==> src/rtl/gthq_pkg.sv <==
// Package for the grid terrain height query block.
// Holds operation codes, register indexes, sizes and the divider request and response types.
package gthq_pkg;

	localparam int MAX_DIVISIONS = 64;
	localparam int VERTEX_COUNT  = (MAX_DIVISIONS + 1) * (MAX_DIVISIONS + 1);
	localparam int VIDX_W        = $clog2(VERTEX_COUNT);
	localparam int DIVS_W        = $clog2(MAX_DIVISIONS + 1);

	localparam logic [1:0] OP_LOAD  = 2'd0;
	localparam logic [1:0] OP_QUERY = 2'd1;
	localparam logic [1:0] OP_RAISE = 2'd2;

	localparam logic [1:0] REG_DIVISIONS = 2'd0;
	localparam logic [1:0] REG_EXTENT_X  = 2'd1;
	localparam logic [1:0] REG_EXTENT_Z  = 2'd2;

	// shared divider: 64-bit signed dividend over 48-bit positive divisor
	localparam int DVD_W = 64;
	localparam int DVS_W = 48;

	typedef struct packed {
		logic                    go;
		logic signed [DVD_W-1:0] dividend;
		logic        [DVS_W-1:0] divisor;
	} div_req_t;

	typedef struct packed {
		logic                    done;
		logic signed [DVD_W-1:0] quot;
		logic        [DVS_W-1:0] rem;
	} div_rsp_t;

endpackage

==> src/rtl/gthq_divider.sv <==
// Shared iterative floor divider, one quotient bit per cycle.
// Depends on gthq_pkg for operand widths and the request/response structs.
module gthq_divider (
	input  logic               clk,
	input  logic               arst_n,
	input  gthq_pkg::div_req_t req,
	output gthq_pkg::div_rsp_t rsp
);
	import gthq_pkg::*;

	logic             busy_q;
	logic [6:0]       cnt_q;
	logic [DVD_W-1:0] mag_q;
	logic [DVS_W:0]   rem_q;
	logic [DVS_W-1:0] dvs_q;
	logic             neg_q;
	logic             done_q;
	logic [DVS_W:0]   trial;
	logic [DVS_W:0]   shifted;
	logic [DVD_W-1:0] qpos;
	logic             rem_nz;

	assign shifted = {rem_q[DVS_W-1:0], mag_q[DVD_W-1]};
	assign trial   = shifted - {1'b0, dvs_q};
	assign rem_nz  = (rem_q != '0);
	assign qpos    = mag_q;

	always_ff @(posedge clk or negedge arst_n) begin
		if (!arst_n) begin
			busy_q <= 1'b0;
			done_q <= 1'b0;
			cnt_q  <= '0;
		end else begin
			done_q <= 1'b0;
			if (req.go) begin
				busy_q <= 1'b1;
				cnt_q  <= 7'(DVD_W);
			end else if (busy_q) begin
				cnt_q <= cnt_q - 7'd1;
				if (cnt_q == 7'd1) begin
					busy_q <= 1'b0;
					done_q <= 1'b1;
				end
			end
		end
	end

	always_ff @(posedge clk) begin
		if (req.go) begin
			neg_q <= req.dividend[DVD_W-1];
			mag_q <= req.dividend[DVD_W-1] ? DVD_W'(-req.dividend) : req.dividend;
			rem_q <= '0;
			dvs_q <= req.divisor;
		end else if (busy_q) begin
			// restoring step: shift one dividend bit in, subtract if it fits
			if (!trial[DVS_W]) begin
				rem_q <= trial;
				mag_q <= {mag_q[DVD_W-2:0], 1'b1};
			end else begin
				rem_q <= shifted;
				mag_q <= {mag_q[DVD_W-2:0], 1'b0};
			end
		end
	end

	// floor toward minus infinity for negative dividends
	always_comb begin
		rsp.done = done_q;
		if (neg_q && rem_nz) begin
			rsp.quot = DVD_W'(-$signed(qpos)) - DVD_W'(1);
			rsp.rem  = dvs_q - rem_q[DVS_W-1:0];
		end else begin
			rsp.quot = neg_q ? DVD_W'(-$signed(qpos)) : $signed(qpos);
			rsp.rem  = rem_q[DVS_W-1:0];
		end
	end

endmodule

==> config.mk <==
export PLATFORM = sky130hd
export DESIGN_NAME = gthq_divider
export DESIGN_NICKNAME = d
export VERILOG_FILES = /design/src/rtl/gthq_pkg.sv /design/src/rtl/gthq_divider.sv
export SDC_FILE = /design/constraint.sdc
export NUM_CORES = 1
export LEC_CHECK = 0
export BUFFER_PORTS_ARGS = -buffer_cell sky130_fd_sc_hd__buf_2
export CORE_ASPECT_RATIO = 1.5
export CORE_UTILIZATION = 40
export CTS_BUF_LIST = sky130_fd_sc_hd__clkbuf_4 sky130_fd_sc_hd__clkbuf_8 sky130_fd_sc_hd__clkbuf_16
export DETAILED_ROUTE_END_ITERATION = 10
export PLACE_DENSITY = 0.7
export SYNTH_ARGS = -nofsm -noshare
export SYNTH_HDL_FRONTEND = slang
export SYNTH_SLANG_ARGS = --single-unit
==> constraint.sdc <==
create_clock -name clk -period 4.7 [get_ports clk]
set_input_delay 0.705 -clock clk [delete_from_list [all_inputs] [get_ports clk]]
set_output_delay 0.705 -clock clk [all_outputs]
set_load 0.02 [all_outputs]
Word level (Yosys, flattened, before mapping)
Index checks and enable logic that the tools add are counted.

Register bits: 171. Latch bits: 0. Bits in writable memories: 0. Bits in read-only memories: 0. Bits of input ports: 115. Logic and storage cells: 32. Memories kept: 0.

Add/subtract/negate cells: 6. Multiply operators: 0. Divide/modulo/power cells: 0. $lt $le $gt $ge: 0. Eq/ne operators: 1. Shift-type cells: 0. Mux-type cells: 15. Bitwise logic cells: 0. Reduce and logical (&&, ||, !) cells: 3.

Operator list (count): 64-bit 2-to-1 mux (4); 64-bit negation (2); 112-bit 2-to-1 mux (1); 64-bit by 2-bit subtractor with 64-bit output (second input constant) (1); 49-bit 2-to-1 mux (1); 49-bit nonzero test (1); 49-bit by 48-bit subtractor with 49-bit output (1); 48-bit subtractor (1); 7-bit 2-to-1 mux (2); 7-bit by 1-bit equality test with 1-bit output (second input constant) (1); 1-bit 2-to-1 mux (7); 7-bit by 1-bit subtractor with 7-bit output (second input constant) (1); 2-bit nonzero test (1); 1-bit logical AND (1).

Logic depth before layout (Yosys ltp)
Word-level depth: 4. Gate-level depth with buffers: 20.

Least setup slack after synthesis
No wires, ideal clock.

Path type: flip-flop to output port. Start: register mag_q[0]. End: output port rsp[103] (netlist bit). Arrival time: 4607 ps. Required time: 3995 ps. Slack: -612 ps. Stages on the path, launching flop included: 16. Path buffers: 3. Cell sequence: edfxtp_1 -> clkbuf_1 -> inv_1 -> ha_1 -> clkbuf_1 -> or3b_1 -> clkbuf_8 -> or3_1 -> or4_4 -> or4_4 -> a21oi_4 -> nand4_4 -> or4_4 -> nor3_1 -> mux2_1 -> xnor2_1.

RTL lines: start: declaration (RTL line gthq_divider.sv:13) `logic [DVD_W-1:0] mag_q;`; start signal: assignment (RTL line gthq_divider.sv:51) `mag_q <= req.dividend[DVD_W-1] ? DVD_W'(-req.dividend) : req.dividend;`; start signal: assignment (RTL line gthq_divider.sv:58) `mag_q <= {mag_q[DVD_W-2:0], 1'b1};`; start signal: assignment (RTL line gthq_divider.sv:61) `mag_q <= {mag_q[DVD_W-2:0], 1'b0};`; end: declaration (RTL line gthq_divider.sv:7) `output gthq_pkg::div_rsp_t rsp`.

==> results.ini <==
[run_status]
status=finished, violations left
violations=setup timing

[sta]
fin_worst_skew_ns=0.0122
report.final.setup_viol=40
hold_viol_final=0
period_needed_ns=5.30
relSlewSlack_pct=32.3
hold_ws_ns=0.0757
timing.final.ws_setup_ns=-0.601
rsz0062_at_grt=yes
min_period_over_period_pct=113
slew_violations=0
worst_pin_slew_ns=1.01
fmax_ghz=0.189

[grt]
track_usage_pct=30.9
grt_first_pass_wirelength_um=113000
overflow=0
antenna_found_initial=3
grt_pass1_vias=20500
grt_max_degree=116

[floorplanning]
die_h_um=266
row_count=96
die_width_um=178
ios=228
die_area_um2=47200
coreArea_um2=45800
start_util_pct=40.5

[finish]
final_cell_mix=buf_4, nand2_1, nor2_1
multi_input_area_um2=14000
drive_gt1_share_pct=29.5
area_delta_synth_final_pct=34.1
fin_area_um2=24800
final_common_cell=buf_4
finalNetCount=3091
fillCellCount=4262
seq_area_um2=4600

[synth]
syn_area_per_cell_um2=7.72
synth_adder_area_share_pct=7.04
syn_nets=2619
synth-simple-area-share_pct=24.4
yosysWarnings=0
synth_edf_count=113
synth_top_family_by_area=simple AND/OR/NAND/NOR gates
synth_xor_area_share_pct=11.5
ys_seq_area_share_pct=24.8
muxShareOfSynthArea_pct=2.44
synth-compound-area-share_pct=23.2
synth_cell_types=96
synth_cells=2401
syn_area_um2=18500
synth_top_flop_cell=edfxtp_1
ys_ff_latch=171
async_flop_share_pct=5.26

[critical_path]
cp_common_cell=or4_4
cp-start-kind=register
crit_slowest_cell=or4_4
end_kind=primary output
worstPathCellList=or4_4 -> or3_4 -> or4_4 -> or4_4 -> a21oi_4 -> buf_4 -> buf_6 -> nand4_4 -> or3_4 -> o311ai_4 -> o41ai_4 -> xor2_2 -> buf_6
crit_fanout=5
critPathArrivalTime_ns=4.60
crit_type=reg2out
reg2reg_slack_ns=0.09
worstRegToRegCells=22
worstReg2RegEnd=rem_q[45]$_SDFFE_PP0P_
r2r_start=dvs_q[0]$_DFFE_PP_
cp_data_required_time_ns=3.99
slowest_delay_ns=0.56

[placed_design]
place_congestion=0.979
port_buffers=227
hpwl_um=55900
dpl_cell_area_um2=22500

[routing]
dr.pass1.iters=5
routed-via-count=20900
viasPerCell=6.01
routed_wl_um=73900
drt_iter0_markers=1379
wire_per_inst_um=21.3
ant_nets=0
drcViolationCount=0

[flow_run]
cap_violations=0

[clock_tree]
clk_pin_slew_ns=0.07
clock_latency_ns=0.48
cts.htree.levels=4
cts_hold_buf=0
clk_path_buf_depth=2
cts_buffers=17
clock_sinks=171
cts-root-buf=clkbuf_16
cts_tree=built

[power]
ir_worst_vdd_uv=358
p_leak_nw=10.4
powerDensity_nw_per_um2=508

[min_path]
hold_class=in2async

where the power goes:
part	switching, mW	leakage, nW	internal [mW]
clock	0.727	0.297	0.877
combinational	5.15	8.45	3.52
sequential	0.381	1.64	1.96
total	6.26	10.4	6.36
cell usage after synthesis, types with 20 or more instances:
cell	number	area (um^2)
a211oi_1	48	360
xnor2_1	130	1140
o21ai_0	166	831
o31ai_1	33	248
nand3_1	62	310
a31oi_1	22	138
clkbuf_1	119	447
dfxtp_1	49	981
nand4_1	52	325
nor2_1	199	747
nand2b_1	25	156
ha_1	101	1260
nor2b_1	20	125
edfxtp_1	113	3390
nor3_1	76	380
a21oi_1	197	986
nand2_1	213	800
or3_1	37	231
mux2i_1	26	260
inv_1	136	510
nor4_1	53	332
a21o_1	71	533
xor2_1	113	990
or4_1	32	240
layout make-up:
cell class / count / share of cell area, %
timing repair buffer: 606 / 17.7
tap: 588 / 2.96
clock inverter: 13 / 0.660
antenna: 3 / 0.0302
inverter: 138 / 2.08
multi-input combinational: 1939 / 56.2
sequential: 171 / 18.5
clock buffer: 19 / 1.84
logic make-up after synthesis:
family          Yosys count
compound gates          681
xor+xnor                243
fa+ha+maj               103
buf+inv                 291
flops                   171
mux                      43
simple gates            869
worst max path at each step:
stage                        from        to  slack [ns]  depth (start not counted)
3_5_place_dp   mag_q[0]$_DFFE_PP_  rsp[109]       -0.28                         16
4_1_cts        mag_q[9]$_DFFE_PP_  rsp[107]       -0.60                         11
3_3_place_gp   mag_q[0]$_DFFE_PP_  rsp[109]       -0.26                         16
2_1_floorplan  mag_q[0]$_DFFE_PP_  rsp[107]       -0.33                         15
6_report       mag_q[6]$_DFFE_PP_   rsp[94]       -0.60                         13
5_1_grt        mag_q[8]$_DFFE_PP_   rsp[94]       -0.70                         13
timing repair:
item,4_1_cts,5_1_grt
buffers inserted,34,36
setup endpoints to repair,62,74
gates cloned,2,1
resized for setup,178,101
pin swaps,59,87
per-layer routing:
layer	track usage (%)	part of all wire (%)
met1	32.0	36
met2	56.6	52
met3	4.80	4.7
met4	20.4	7.1
met5	0	0
metrics by stage:
step           util (%)  cells  setup WS, ns  power [mW]  TNS, ns
4_1_cts            52.7   3447        -0.600        12.3   -14.93
6_report           54.3   3477        -0.601        12.6   -16.95
5_1_grt            54.3   3476        -0.703        13.4   -22.04
3_5_place_dp       49.3   3379        -0.277        10.3    -2.20
2_1_floorplan         -   2401        -0.333        7.59    -1.77
3_3_place_gp       49.3   3379        -0.262        10.2    -1.29
sequential cells by signal, indices dropped and copies added (netlist names):
signal  flops
cnt_q       7
neg_q       1
busy_q      1
mag_q      64
rem_q      49
dvs_q      48
done_q      1
critical path: cells and delay by family, from the launching register on:
family | cells | cell delay, ns
xor+xnor | 1 | 0.17
flops | 1 | 0.39
simple gates | 6 | 2.51
compound gates | 3 | 0.66
buf+inv | 3 | 0.38
No activity file was read; power rests on OpenSTA's default activity.
